[src/rtl/acf_pkg.sv]
// Shared types, constants and helper functions of the attitude filter.
package acf_pkg;

   localparam int CORDIC_STEPS = 16;
   localparam int CordicIters = (CORDIC_STEPS < 24) ? CORDIC_STEPS : 24;
   localparam int DivSteps = 64;

   localparam logic [1:0] OP_MUL = 2'd0;
   localparam logic [1:0] OP_DIV = 2'd1;
   localparam logic [1:0] OP_COR = 2'd2;

   localparam logic [1:0] GR_250 = 2'd0;
   localparam logic [1:0] GR_500 = 2'd1;
   localparam logic [1:0] GR_1000 = 2'd2;

   localparam logic signed [31:0] DEG180_Q16 = 32'sd11796480;

   typedef struct packed {
      logic              start;
      logic [1:0]        op;
      logic [63:0]       opa;
      logic [31:0]       opb;
      logic signed [15:0] cy;
      logic signed [15:0] cx;
   } acf_cmd_type;

   typedef struct packed {
      logic              done;
      logic [63:0]       res;
      logic signed [31:0] ang;
   } acf_sts_type;

   // dt times the numerator of the full-scale ratio
   function automatic logic [26:0] range_dt(input logic [1:0] r, input logic [23:0] dt);
      case (r)
         GR_250: return 27'(dt);
         GR_500: return 27'(dt) << 1;
         default: return (27'(dt) << 2) + 27'(dt);
      endcase
   endfunction

   function automatic logic [7:0] range_div(input logic [1:0] r);
      case (r)
         GR_250: return 8'd131;
         GR_500: return 8'd131;
         GR_1000: return 8'd164;
         default: return 8'd82;
      endcase
   endfunction

   // atan(2^-i) in Q16.16 degrees
   function automatic logic signed [31:0] atan_q16(input logic [4:0] i);
      case (i)
         5'd0: return 32'sd2949120;
         5'd1: return 32'sd1740967;
         5'd2: return 32'sd919879;
         5'd3: return 32'sd466945;
         5'd4: return 32'sd234379;
         5'd5: return 32'sd117304;
         5'd6: return 32'sd58666;
         5'd7: return 32'sd29335;
         5'd8: return 32'sd14668;
         5'd9: return 32'sd7334;
         5'd10: return 32'sd3667;
         5'd11: return 32'sd1833;
         5'd12: return 32'sd917;
         5'd13: return 32'sd458;
         5'd14: return 32'sd229;
         5'd15: return 32'sd115;
         5'd16: return 32'sd57;
         5'd17: return 32'sd29;
         5'd18: return 32'sd14;
         5'd19: return 32'sd7;
         5'd20: return 32'sd4;
         5'd21: return 32'sd2;
         5'd22: return 32'sd1;
         default: return 32'sd0;
      endcase
   endfunction

   function automatic logic signed [31:0] sat32(input logic signed [63:0] v);
      if (v > 64'sd2147483647) begin
         return 32'sh7FFFFFFF;
      end else if (v < -64'sd2147483648) begin
         return 32'sh80000000;
      end
      return v[31:0];
   endfunction

endpackage

[src/rtl/acf_iter_unit.sv]
// Shared iterative unit: shift-add multiply, restoring divide, CORDIC vectoring.
module acf_iter_unit (
   input  logic                 clock,
   input  logic                 reset,
   input  acf_pkg::acf_cmd_type cmd,
   output acf_pkg::acf_sts_type sts
);
   import acf_pkg::*;

   logic              busy_ff, busy_in;
   logic              done_ff, done_in;
   logic [1:0]        op_ff, op_in;
   logic [63:0]       ra_ff, ra_in;
   logic [63:0]       rb_ff, rb_in;
   logic [31:0]       rc_ff, rc_in;
   logic [16:0]       rem_ff, rem_in;
   logic [6:0]        cnt_ff, cnt_in;
   logic signed [35:0] x_ff, x_in;
   logic signed [35:0] y_ff, y_in;
   logic signed [31:0] z_ff, z_in;

   logic [63:0]       add_a, add_b;
   logic              add_sub;
   logic [64:0]       add_res;
   logic [16:0]       rem_sh;
   logic              ge;
   logic signed [35:0] cx36, cy36, xs, ys;

   assign rem_sh = {rem_ff[15:0], ra_ff[63]};
   assign add_sub = (op_ff == OP_DIV);
   assign add_a = add_sub ? 64'(rem_sh) : ra_ff;
   assign add_b = add_sub ? 64'(rc_ff) : rb_ff;
   assign add_res = add_sub ? ({1'b0, add_a} - {1'b0, add_b})
                            : ({1'b0, add_a} + {1'b0, add_b});
   assign ge = ~add_res[64];

   always_comb begin
      busy_in = busy_ff;
      done_in = 1'b0;
      op_in = op_ff;
      ra_in = ra_ff;
      rb_in = rb_ff;
      rc_in = rc_ff;
      rem_in = rem_ff;
      cnt_in = cnt_ff;
      x_in = x_ff;
      y_in = y_ff;
      z_in = z_ff;
      cx36 = 36'(cmd.cx);
      cy36 = 36'(cmd.cy);
      xs = x_ff >>> cnt_ff[4:0];
      ys = y_ff >>> cnt_ff[4:0];

      if (!busy_ff) begin
         if (cmd.start) begin
            busy_in = 1'b1;
            op_in = cmd.op;
            cnt_in = '0;
            rem_in = '0;
            rc_in = cmd.opb;
            case (cmd.op)
               OP_MUL: begin
                  ra_in = '0;
                  rb_in = cmd.opa;
               end
               OP_DIV: begin
                  ra_in = cmd.opa;
               end
               default: begin
                  z_in = '0;
                  if (cmd.cx < 0) begin
                     z_in = (cmd.cy >= 0) ? DEG180_Q16 : -DEG180_Q16;
                     cx36 = -cx36;
                     cy36 = -cy36;
                  end
                  x_in = cx36 <<< 16;
                  y_in = cy36 <<< 16;
               end
            endcase
         end
      end else begin
         case (op_ff)
            OP_MUL: begin
               if (rc_ff == '0) begin
                  busy_in = 1'b0;
                  done_in = 1'b1;
               end else begin
                  if (rc_ff[0]) begin
                     ra_in = add_res[63:0];
                  end
                  rb_in = rb_ff << 1;
                  rc_in = rc_ff >> 1;
               end
            end
            OP_DIV: begin
               rem_in = ge ? add_res[16:0] : rem_sh;
               ra_in = {ra_ff[62:0], ge};
               cnt_in = cnt_ff + 7'd1;
               if (cnt_ff == 7'(DivSteps - 1)) begin
                  busy_in = 1'b0;
                  done_in = 1'b1;
               end
            end
            default: begin
               if (y_ff > 0) begin
                  x_in = x_ff + ys;
                  y_in = y_ff - xs;
                  z_in = z_ff + atan_q16(cnt_ff[4:0]);
               end else if (y_ff < 0) begin
                  x_in = x_ff - ys;
                  y_in = y_ff + xs;
                  z_in = z_ff - atan_q16(cnt_ff[4:0]);
               end
               cnt_in = cnt_ff + 7'd1;
               if (cnt_ff == 7'(CordicIters - 1)) begin
                  busy_in = 1'b0;
                  done_in = 1'b1;
               end
            end
         endcase
      end
   end

   always_ff @(posedge clock) begin
      if (reset) begin
         busy_ff <= 1'b0;
         done_ff <= 1'b0;
         op_ff <= OP_MUL;
      end else begin
         busy_ff <= busy_in;
         done_ff <= done_in;
         op_ff <= op_in;
      end
      ra_ff <= ra_in;
      rb_ff <= rb_in;
      rc_ff <= rc_in;
      rem_ff <= rem_in;
      cnt_ff <= cnt_in;
      x_ff <= x_in;
      y_ff <= y_in;
      z_ff <= z_in;
   end

   assign sts.done = done_ff;
   assign sts.res = ra_ff;
   assign sts.ang = z_ff;

endmodule

[src/rtl/imu_complementary_attitude_filter_top.sv]
// Top level of the complementary-filter attitude estimator.
// One item at a time goes through a shared multiply/divide/CORDIC unit. A calibration
// item adds one gyro sample to the sums; the item that closes a run also does three
// 64-step divides for the offsets. An attitude item does, per gyro axis, a shift-add
// multiply by dt and a 64-step divide, then two 16-step CORDIC runs and two blend
// multiplies by tau. The 64-step divides take the largest share of an attitude item.
// A finished result waits in the output register while the next item is taken.
module imu_complementary_attitude_filter_top (
   input  logic               clock,
   input  logic               reset,
   input  logic               req_valid,
   output logic               req_stall,
   input  logic               req_command,
   input  logic signed [15:0] req_accel_x,
   input  logic signed [15:0] req_accel_y,
   input  logic signed [15:0] req_accel_z,
   input  logic signed [15:0] req_gyro_x,
   input  logic signed [15:0] req_gyro_y,
   input  logic signed [15:0] req_gyro_z,
   output logic               rsp_valid,
   input  logic               rsp_stall,
   output logic signed [31:0] rsp_roll_out,
   output logic signed [31:0] rsp_pitch_out,
   output logic signed [31:0] rsp_yaw_out,
   output logic               rsp_offsets_ready,
   input  logic               csr_we,
   input  logic [1:0]         csr_index,
   input  logic [23:0]        csr_wdata
);
   import acf_pkg::*;

   localparam logic [1:0] CSR_GYRO_RANGE = 2'd0;
   localparam logic [1:0] CSR_BLEND = 2'd1;
   localparam logic [1:0] CSR_PERIOD = 2'd2;
   localparam logic [1:0] CSR_CAL_COUNT = 2'd3;

   localparam logic [3:0] ST_IDLE = 4'd0;
   localparam logic [3:0] ST_CAL = 4'd1;
   localparam logic [3:0] ST_CDIV = 4'd2;
   localparam logic [3:0] ST_GMUL = 4'd3;
   localparam logic [3:0] ST_GDIV = 4'd4;
   localparam logic [3:0] ST_CORP = 4'd5;
   localparam logic [3:0] ST_CORR = 4'd6;
   localparam logic [3:0] ST_BLR = 4'd7;
   localparam logic [3:0] ST_BLP = 4'd8;
   localparam logic [3:0] ST_OUT = 4'd9;

   logic [1:0]  range_ff;
   logic [16:0] blend_ff;
   logic [23:0] period_ff;
   logic [15:0] count_ff;

   logic [3:0]  state_ff, state_in;
   logic [1:0]  axis_ff, axis_in;
   logic        issued_ff, issued_in;
   logic        sign_ff, sign_in;
   logic        rsp_valid_ff, rsp_valid_in;

   logic signed [15:0] ax_ff, ay_ff, az_ff;
   logic signed [15:0] g_ff [3];
   logic signed [32:0] sums_ff [3];
   logic signed [32:0] sums_in [3];
   logic signed [31:0] offs_ff [3];
   logic signed [31:0] offs_in [3];
   logic signed [33:0] dlt_ff [3];
   logic signed [33:0] dlt_in [3];
   logic [15:0] prog_ff, prog_in;
   logic        done_ff, done_in;
   logic signed [31:0] roll_ff, roll_in, pitch_ff, pitch_in, yaw_ff, yaw_in;
   logic signed [31:0] accp_ff, accp_in, accr_ff, accr_in;

   logic signed [31:0] out_roll_ff, out_pitch_ff, out_yaw_ff;
   logic        out_ready_ff;

   acf_cmd_type u_cmd;
   acf_sts_type u_sts;

   logic [15:0] n_eff, p1;
   logic [16:0] tau_sat;
   logic signed [15:0] g_sel;
   logic signed [31:0] off_sel;
   logic signed [33:0] corr;
   logic [33:0] corr_mag;
   logic [26:0] dtm;
   logic [7:0]  gdiv;
   logic [63:0] grnd, gdvd;
   logic signed [33:0] dq;
   logic signed [32:0] sum_sel;
   logic [32:0] sum_mag;
   logic [63:0] cdvd;
   logic signed [31:0] calsat;
   logic signed [34:0] gp;
   logic signed [31:0] acc_sel;
   logic signed [35:0] diff;
   logic [35:0] diff_mag;
   logic signed [63:0] psg, bl, bls;
   logic signed [31:0] blend_val;
   logic signed [34:0] ysum;
   logic        load_out;

   acf_iter_unit u_unit (
      .clock(clock),
      .reset(reset),
      .cmd(u_cmd),
      .sts(u_sts)
   );

   assign req_stall = (state_ff != ST_IDLE);
   assign load_out = (state_ff == ST_OUT) && (!rsp_valid_ff || !rsp_stall);

   always_comb begin
      n_eff = (count_ff == '0) ? 16'd1 : count_ff;
      tau_sat = (blend_ff > 17'd65536) ? 17'd65536 : blend_ff;
      g_sel = g_ff[axis_ff];
      off_sel = offs_ff[axis_ff];
      corr = $signed({{2{g_sel[15]}}, g_sel, 16'h0000}) - 34'(off_sel);
      corr_mag = corr[33] ? 34'(-corr) : 34'(corr);
      dtm = range_dt(range_ff, period_ff);
      gdiv = range_div(range_ff);
      grnd = u_sts.res + (64'(gdiv) << 23);
      gdvd = grnd >> 24;
      dq = sign_ff ? -$signed(u_sts.res[33:0]) : $signed(u_sts.res[33:0]);
      sum_sel = sums_ff[axis_ff];
      sum_mag = sum_sel[32] ? 33'(-sum_sel) : 33'(sum_sel);
      cdvd = {15'b0, sum_mag, 16'h0000} + 64'(n_eff >> 1);
      if (sign_ff) begin
         calsat = (u_sts.res > 64'h80000000) ? 32'sh80000000 : -$signed(u_sts.res[31:0]);
      end else begin
         calsat = (u_sts.res > 64'h7FFFFFFF) ? 32'sh7FFFFFFF : $signed(u_sts.res[31:0]);
      end
      if (state_ff == ST_BLR) begin
         gp = 35'(roll_ff) - 35'(dlt_ff[1]);
         acc_sel = accr_ff;
      end else begin
         gp = 35'(pitch_ff) + 35'(dlt_ff[0]);
         acc_sel = accp_ff;
      end
      diff = 36'(gp) - 36'(acc_sel);
      diff_mag = diff[35] ? 36'(-diff) : 36'(diff);
      psg = sign_ff ? -$signed(u_sts.res) : $signed(u_sts.res);
      bl = psg + ($signed(64'(acc_sel)) <<< 16) + 64'sd32768;
      bls = bl >>> 16;
      blend_val = sat32(bls);
      ysum = 35'(yaw_ff) + 35'(dlt_ff[2]);
      p1 = prog_ff + 16'd1;

      u_cmd.start = !issued_ff && (state_ff inside {ST_CDIV, ST_GMUL, ST_GDIV, ST_CORP,
                                                    ST_CORR, ST_BLR, ST_BLP});
      u_cmd.op = OP_MUL;
      u_cmd.opa = 64'(diff_mag);
      u_cmd.opb = 32'(tau_sat);
      u_cmd.cy = ay_ff;
      u_cmd.cx = az_ff;
      case (state_ff)
         ST_CDIV: begin
            u_cmd.op = OP_DIV;
            u_cmd.opa = cdvd;
            u_cmd.opb = 32'(n_eff);
         end
         ST_GMUL: begin
            u_cmd.opa = 64'(corr_mag);
            u_cmd.opb = 32'(dtm);
         end
         ST_GDIV: begin
            u_cmd.op = OP_DIV;
            u_cmd.opa = gdvd;
            u_cmd.opb = 32'(gdiv);
         end
         ST_CORP: u_cmd.op = OP_COR;
         ST_CORR: begin
            u_cmd.op = OP_COR;
            u_cmd.cy = ax_ff;
         end
         default: ;
      endcase

      state_in = state_ff;
      axis_in = axis_ff;
      issued_in = issued_ff;
      sign_in = sign_ff;
      sums_in = sums_ff;
      offs_in = offs_ff;
      dlt_in = dlt_ff;
      prog_in = prog_ff;
      done_in = done_ff;
      roll_in = roll_ff;
      pitch_in = pitch_ff;
      yaw_in = yaw_ff;
      accp_in = accp_ff;
      accr_in = accr_ff;
      rsp_valid_in = rsp_valid_ff && rsp_stall;
      if (load_out) begin
         rsp_valid_in = 1'b1;
      end

      if (u_cmd.start) begin
         issued_in = 1'b1;
         case (state_ff)
            ST_CDIV: sign_in = sum_sel[32];
            ST_GMUL: sign_in = corr[33];
            ST_BLR, ST_BLP: sign_in = diff[35];
            default: ;
         endcase
      end

      case (state_ff)
         ST_IDLE: begin
            if (req_valid) begin
               state_in = req_command ? ST_GMUL : ST_CAL;
               axis_in = '0;
               issued_in = 1'b0;
            end
         end
         ST_CAL: begin
            for (int k = 0; k < 3; k++) begin
               sums_in[k] = sums_ff[k] + 33'(g_ff[k]);
            end
            prog_in = p1;
            state_in = (p1 >= n_eff) ? ST_CDIV : ST_OUT;
         end
         ST_OUT: begin
            if (load_out) begin
               state_in = ST_IDLE;
            end
         end
         default: begin
            if (u_sts.done) begin
               issued_in = 1'b0;
               case (state_ff)
                  ST_CDIV: begin
                     offs_in[axis_ff] = calsat;
                     sums_in[axis_ff] = '0;
                     if (axis_ff == 2'd2) begin
                        prog_in = '0;
                        done_in = 1'b1;
                        state_in = ST_OUT;
                     end else begin
                        axis_in = axis_ff + 2'd1;
                     end
                  end
                  ST_GMUL: state_in = ST_GDIV;
                  ST_GDIV: begin
                     dlt_in[axis_ff] = dq;
                     if (axis_ff == 2'd2) begin
                        state_in = ST_CORP;
                     end else begin
                        axis_in = axis_ff + 2'd1;
                        state_in = ST_GMUL;
                     end
                  end
                  ST_CORP: begin
                     accp_in = u_sts.ang;
                     state_in = ST_CORR;
                  end
                  ST_CORR: begin
                     accr_in = u_sts.ang;
                     state_in = ST_BLR;
                  end
                  ST_BLR: begin
                     roll_in = blend_val;
                     state_in = ST_BLP;
                  end
                  default: begin
                     pitch_in = blend_val;
                     yaw_in = sat32(64'(ysum));
                     state_in = ST_OUT;
                  end
               endcase
            end
         end
      endcase
   end

   always_ff @(posedge clock) begin
      if (reset) begin
         range_ff <= 2'd1;
         blend_ff <= 17'd64225;
         period_ff <= 24'd167772;
         count_ff <= 16'd1000;
         state_ff <= ST_IDLE;
         axis_ff <= '0;
         issued_ff <= 1'b0;
         sign_ff <= 1'b0;
         rsp_valid_ff <= 1'b0;
         for (int k = 0; k < 3; k++) begin
            sums_ff[k] <= '0;
            offs_ff[k] <= '0;
         end
         prog_ff <= '0;
         done_ff <= 1'b0;
         roll_ff <= '0;
         pitch_ff <= '0;
         yaw_ff <= '0;
      end else begin
         if (csr_we) begin
            case (csr_index)
               CSR_GYRO_RANGE: range_ff <= csr_wdata[1:0];
               CSR_BLEND: blend_ff <= csr_wdata[16:0];
               CSR_PERIOD: period_ff <= csr_wdata;
               CSR_CAL_COUNT: count_ff <= csr_wdata[15:0];
               default: ;
            endcase
         end
         state_ff <= state_in;
         axis_ff <= axis_in;
         issued_ff <= issued_in;
         sign_ff <= sign_in;
         rsp_valid_ff <= rsp_valid_in;
         sums_ff <= sums_in;
         offs_ff <= offs_in;
         prog_ff <= prog_in;
         done_ff <= done_in;
         roll_ff <= roll_in;
         pitch_ff <= pitch_in;
         yaw_ff <= yaw_in;
      end
      dlt_ff <= dlt_in;
      accp_ff <= accp_in;
      accr_ff <= accr_in;
      if (state_ff == ST_IDLE && req_valid) begin
         ax_ff <= req_accel_x;
         ay_ff <= req_accel_y;
         az_ff <= req_accel_z;
         g_ff[0] <= req_gyro_x;
         g_ff[1] <= req_gyro_y;
         g_ff[2] <= req_gyro_z;
      end
      if (load_out) begin
         out_roll_ff <= roll_ff;
         out_pitch_ff <= pitch_ff;
         out_yaw_ff <= yaw_ff;
         out_ready_ff <= done_ff;
      end
   end

   assign rsp_valid = rsp_valid_ff;
   assign rsp_roll_out = out_roll_ff;
   assign rsp_pitch_out = out_pitch_ff;
   assign rsp_yaw_out = out_yaw_ff;
   assign rsp_offsets_ready = out_ready_ff;

   a_rsp_from_out: assert property (@(posedge clock) disable iff (reset)
      $rose(rsp_valid_ff) |-> $past(state_ff) == ST_OUT)
      else $error("result raised outside the output state");

   a_done_issued: assert property (@(posedge clock) disable iff (reset)
      u_sts.done |-> issued_ff)
      else $error("unit finished without an issued operation");

   a_ready_sticky: assert property (@(posedge clock) disable iff (reset)
      done_ff |=> done_ff)
      else $error("offsets ready flag dropped");

endmodule
[config.mk]
export PLATFORM = sky130hd
export DESIGN_NAME = imu_complementary_attitude_filter_top
export DESIGN_NICKNAME = d
export VERILOG_FILES = /design/src/rtl/acf_pkg.sv /design/src/rtl/acf_iter_unit.sv /design/src/rtl/imu_complementary_attitude_filter_top.sv
export SDC_FILE = /design/constraint.sdc
export NUM_CORES = 2
export LEC_CHECK = 0
export ABC_CLOCK_PERIOD_IN_PS = 22800
export BUFFER_PORTS_ARGS = -buffer_cell sky130_fd_sc_hd__buf_2
export CORE_MARGIN = 2
export CORE_UTILIZATION = 45
export CTS_BUF_LIST = sky130_fd_sc_hd__clkbuf_8
export DETAILED_ROUTE_END_ITERATION = 10
export PLACE_DENSITY_LB_ADDON = 0.08
export SETUP_SLACK_MARGIN = 0.02
export SLEW_MARGIN = 15
export SYNTH_ARGS = -nofsm -noshare
export SYNTH_HDL_FRONTEND = slang
export SYNTH_HIERARCHICAL = 1
export SYNTH_SLANG_ARGS = --single-unit
[constraint.sdc]
create_clock -name clock -period 22.8 [get_ports clock]
set_clock_uncertainty 0.2 [all_clocks]
set_input_delay 2.28 -clock clock [delete_from_list [all_inputs] [get_ports clock]]
set_output_delay 2.28 -clock clock [all_outputs]
set_load 0.02 [all_outputs]
Word level (Yosys, flattened, before mapping)
Memories as Yosys holds them, arrays and structs flattened. A register that Yosys moved wholly into a read port is not among the register bits. Cells that the tools add are included.

Add/sub/neg operators: 32. Shift operators: 2. Equal/unequal tests: 33. Multiplexer cells: 141. $lt $le $gt $ge: 14. Bitwise gates (word level): 9. Reductions and logical operators: 62.

Operators by type and width (number): $mux W32 (32); $mux W64 (12); $mux W36 (13); $pmux W64 S2 (2); $pmux W82 S3 (1); $mux W99 (2); $pmux W99 S2 (1); $mux W16 (9); $mux W33 (4); $bwmux W102 (1); $mux W34 (3); $add A33 B16 Y33 (3); $and A99 B99 Y99 (1); $not A99 Y99 (1); $bwmux W96 (1); $add A36 B36 Y36 (2); $sshr A36 B5 Y36 (2); $sub A36 B36 Y36 (2); $add A32 B34 Y35 (2); $demux W34 S2 (1); $bmux W33 S2 (1); $demux W33 S2 (1); $add A64 B64 Y65 (1); $mux W65 (1); other kinds (86) (194).

Logic and storage cells: 339. ROM bits: 1408. Bits in writable memories: 48. Output and inout port bits: 99. Memories: 3. Register bits after elaboration: 978. Input port bits: 128.

Memory list: (no name shown) (depth 32, width 22, read ports 1, clocked after Yosys merged registers in 1, write ports 0, line acf_pkg.sv:53) `case (i)`; (no name shown) (depth 32, width 22, read ports 1, clocked after Yosys merged registers in 1, write ports 0, line acf_pkg.sv:53); g_ff (depth 3, width 16, read ports 4, clocked after Yosys merged registers in 1, write ports 3, line imu_complementary_attitude_filter_top.sv:60) `logic signed [15:0] g_ff [3];`.

Logic depth before layout (Yosys ltp)
Depth after elaboration: 11. Mapped depth: 34. Gate-level depth less buffers: 33.

Modules after synthesis
Netlist, hierarchy kept.

Modules (own cells, without submodules): imu_complementary_attitude_filter_top (times used 1, cells each 5812, sequential area each 18347.6 um^2, area each 50606.0 um^2); acf_iter_unit (times used 1, cells each 3769, sequential area each 9138.8 um^2, area each 32585.0 um^2).

Least setup slack after synthesis
Ideal clock, no wire load.

Kind: in2reg. From: in rsp_stall. To: reg out_ready_ff (netlist: rsp_offsets_ready) (enable). Arrival: 6.863 ns. Stages on the path: 1. Data required time: 22.015 ns. Path slack: 15.152 ns. Cell sequence: a21oi_1.

Cells in the longest elaborated chain, start to end: 3.

Ends and longest elaborated chain: start: declaration (line imu_complementary_attitude_filter_top.sv:21) `input logic rsp_stall,`; $logic_not A1 Y1 (line imu_complementary_attitude_filter_top.sv:109) `assign load_out = (state_ff == ST_OUT) && (!rsp_valid_ff || !rsp_stall);`; $logic_or A1 B1 Y1 (line imu_complementary_attitude_filter_top.sv:109); $logic_and A1 B1 Y1 (line imu_complementary_attitude_filter_top.sv:109); end signal: assignment (line imu_complementary_attitude_filter_top.sv:332) `out_ready_ff <= done_ff;`; end: declaration (line imu_complementary_attitude_filter_top.sv:73) `logic out_ready_ff;`.

Every way passes these cells. A chain may end at the register's enable or synchronous reset.

Worst setup path in the final report
From: reg u_unit.ra_ff[0]. To: reg roll_ff[20].

Cells in the longest elaborated chain, start to end: 8. Elaborated cells on any way between the ends: 10.

Ends and longest elaborated chain: start: declaration (line acf_iter_unit.sv:13) `logic [63:0] ra_ff, ra_in;`; start signal: assignment (line acf_iter_unit.sv:134) `ra_ff <= ra_in;`; $neg A64 Y64 (line imu_complementary_attitude_filter_top.sv:140) `psg = sign_ff ? -$signed(u_sts.res) : $signed(u_sts.res);`; $mux W64 * (line imu_complementary_attitude_filter_top.sv:140); $add A64 B48 Y64 * (line imu_complementary_attitude_filter_top.sv:141) `bl = psg + ($signed(64'(acc_sel)) <<< 16) + 64'sd32768;`; $add A64 B17 Y64 * (line imu_complementary_attitude_filter_top.sv:141); $lt A48 B32 Y1 (line acf_pkg.sv:84) `end else if (v < -64'sd2147483648) begin`; $mux W1 (line acf_pkg.sv:84); $mux W1 (line acf_pkg.sv:82) `if (v > 64'sd2147483647) begin`; $mux W32 * (line acf_pkg.sv:87) `return v[31:0];`; end signal: assignment (line imu_complementary_attitude_filter_top.sv:313) `roll_ff <= roll_in;`; end: declaration (line imu_complementary_attitude_filter_top.sv:69) `logic signed [31:0] roll_ff, roll_in, pitch_ff, pitch_in, yaw_ff, yaw_in;`.

Mark *: on every way between the ends. The rest lies on a longest branch, timed or not.

==> out/results.ini <==
[clock_network]
cts_tree = yes
postCtsSetupBuffers = 0
clock_latency_ps = 1010
h-tree-depth = 4
clockRootBuffer = clkbuf_8
clk_pin_slew_worst_paths_ps = 60
clock_path_buffers = 3
clock_sinks = 1050
cts-resized-gates = 0
cts_buffers = 192
hold_buffers = 0

[global_routing]
grt.met2_usage_pct = 46.3
antenna_found_initial = 8
global_route.usage.met1_pct = 45.1
globalRouteTotalUtil_pct = 31.1
grt_util_met3_pct = 5.41
gr-max-usage-layer = met2
gr-total-overflow = 0
grt_pass1_vias = 70100
grt_max_degree = 147
grt_pass1_wl_mm = 448

[placement]
placedCellCount = 11900
port_buffers = 226
post-place-ws_ps = 13650
place_area_um2 = 86600
post-dp-hpwl_mm = 231
gp_congestion = 1.02

[status]
status = completed

[final_layout]
layout.nets = 10300
final_area_um2 = 90400
stdcell_count = 12300
drive_above_1_share_pct = 10.7
syn2layout_area_growth_pct = 8.68
layout_commonest_cell = nand2_1
final_cell_mix = nand2_1 (1042), nor2_1 (927), a21oi_1 (769), edfxtp_1 (646), o21ai_0 (562)

[detailed_routing]
drt_iter0_drc = 8664
antenna_left = 0
avgViaCountPerCell = 6.14
wirelength_mm = 301
drt_pass1_iterations = 9
drc = 0
wl_per_cell_um = 24.5
dr_total_vias = 75500

[synthesis]
avgSynthCellArea_um2 = 8.68
synth_top_area_cell = edfxtp_1
dominantRegCellSynth = edfxtp_1
synthArstFlopShare_pct = 0
synth-seq-cells = 1050
synth_cell_types = 126
synth-edff-count = 646
syn_inst = 9581
synth_area_um2 = 83200
synth_area_leaders = edfxtp_1 (23%), dfxtp_1 (9.7%), ha_1 (8.0%)
synth_top_area_share_pct = 23.3
ys_warn_count = 6
yosysSeqAreaShare_pct = 33.0

[floorplan]
fp-row-count = 157
die_y_um = 434
ioPinCount = 227
die_x_um = 434
die_area_um2 = 188000
start_util_pct = 45.3
core_um2 = 183000

[job]
drv_cap = 0

[sta]
hold_viol = 0
worst_slew_pin_slew_ps = 1240
fin_crit_ps = 9260
timing.final.ws_setup_ps = 13540
fmax_mhz = 108
rsz0062_at_grt = false
setup_viol = 0
setup_tns_ps = 0
period_share_pct = 40.6
slew_violations = 0
slew_headroom_pct = 16.6

[setup_path]
max_stage_delay_ps = 650
critPathArrivalTime_ps = 9860
cp-end-kind = register
crit_fanout = 30
criticalPathCategory = register to register
worst-endpoint-required_ps = 23400
slowest_stage = nor4_1
start_kind = register

[power]
leakagePower_uw = 0.0355
power_density_nw_per_um2 = 157
ir_drop_mv = 0.128

[worst_hold_path]
min_path_type = register to register

## layer usage
| layer | up-vias | wire, um | part of all wire (%) |
|---|---|---|---|
| met2 | 3033 | 128000 | 43 |
| li1 | 35400 | - | - |
| met4 | 2 | 10600 | 3.5 |
| met3 | 454 | 24400 | 8.1 |
| met5 | - | 7 | 0.0023 |
| met1 | 36600 | 138000 | 46 |
## layout make-up
class	instances	area (um^2)
tap	2464	3080
clock buffer	201	2770
clock inverter	157	991
inverter	293	1110
fill	17700	93100
sequential	1050	27500
timing repair buffer	352	2130
antenna	11	27.5
multi-input combinational	7772	52800
## worst paths after layout
| path | start | to | slack, ps | cells past startpoint |
|---|---|---|---|---|
| hold / removal | offs_ff[1] | offs_ff[1] | 250 | 2 |
| setup / recovery | u_unit/ra_ff[0] | roll_ff[20] | 13540 | 27 |
| setup reg to reg | u_unit/ra_ff[0] | roll_ff[20] | 13540 | 27 |
| hold reg to reg | offs_ff[1] | offs_ff[1] | 250 | 2 |
## through the flow
step	utilization (%)	hold slack, ps	power (uW)
floorplan	-	209	9350
finish	49.3	254	14200
CTS	49.2	252	14000
detailed placement	47.2	224	12100
global placement	47.2	228	12100
global route	49.3	266	15100
## power breakdown
part / leakage, uW / switching (uW) / internal (uW)
sequential: 0.00930 / 506 / 2640
clock: 0.00218 / 877 / 928
combinational: 0.0240 / 5990 / 3270
total: 0.0355 / 7380 / 6840
## critical path, delay by kind of cell (launching register included)
family                   cells  cell delay [ps]
AND/OR/NAND/NOR             16             5350
flip-flops                   1              630
AO/OA/AOI/OAI                4             1080
adder cells (fa/ha/maj)      2              620
XOR/XNOR                     2              390
buffers and inverters        3              720
## registers in the layout, summed over array words and instances (netlist names), 17 cells and up, named ones only
| signal | cells |
|---|---|
| u_unit/rc_ff | 32 |
| u_unit/rb_ff | 64 |
| u_unit/x_ff | 36 |
| accr_ff | 32 |
| blend_ff | 17 |
| accp_ff | 32 |
| dlt_ff | 102 |
| u_unit/ra_ff | 64 |
| yaw_ff | 32 |
| rsp_roll_out | 32 |
| u_unit/z_ff | 32 |
| rsp_yaw_out | 32 |
| u_unit/y_ff | 36 |
| period_ff | 24 |
| rsp_pitch_out | 32 |
| offs_ff | 96 |
| sums_ff | 99 |
| roll_ff | 32 |
| g_ff | 48 |
| pitch_ff | 32 |
## cells in the mapped netlist, types with 17 or more instances
cell type	n
o22ai_1	116
mux2i_1	244
a21o_1	219
a21boi_0	22
o31ai_1	73
edfxtp_1	646
a22o_1	32
mux2_2	112
ha_1	529
o21ai_0	566
o31a_1	23
a211o_1	28
a22oi_1	56
nor3_1	214
or3_1	103
o41ai_1	21
a211oi_2	59
a21oi_1	773
xor2_1	301
o211ai_1	49
xnor2_1	476
nor2b_1	93
nand4_1	64
buf_1	60
and2_1	115
inv_1	289
o221ai_1	22
and3_1	92
a31oi_1	124
dfxtp_1	404
nor4_1	51
or2_2	51
mux4_2	92
a221oi_1	17
buf_2	33
nand2_1	1043
nor2_1	932
clkbuf_1	376
nand3b_1	39
nand2b_1	92
or4_1	28
o21a_1	81
nand3_1	235
a211oi_1	174
o21bai_1	67
## logic make-up (layout without fill, tap and decap cells)
logic type      after synthesis  in the layout  share of synthesized area, %
fa+ha+maj                   543            543                          8.29
mux                         449            449                          6.97
compound gates             2729           2729                          21.4
other cells                   1             43                       0.00451
buf+inv                     790           1003                          3.86
flops                      1050           1050                          33.0
xor+xnor                    777            777                          8.18
simple gates               3242           3242                          18.3
Power figures use the tool's default switching activity.
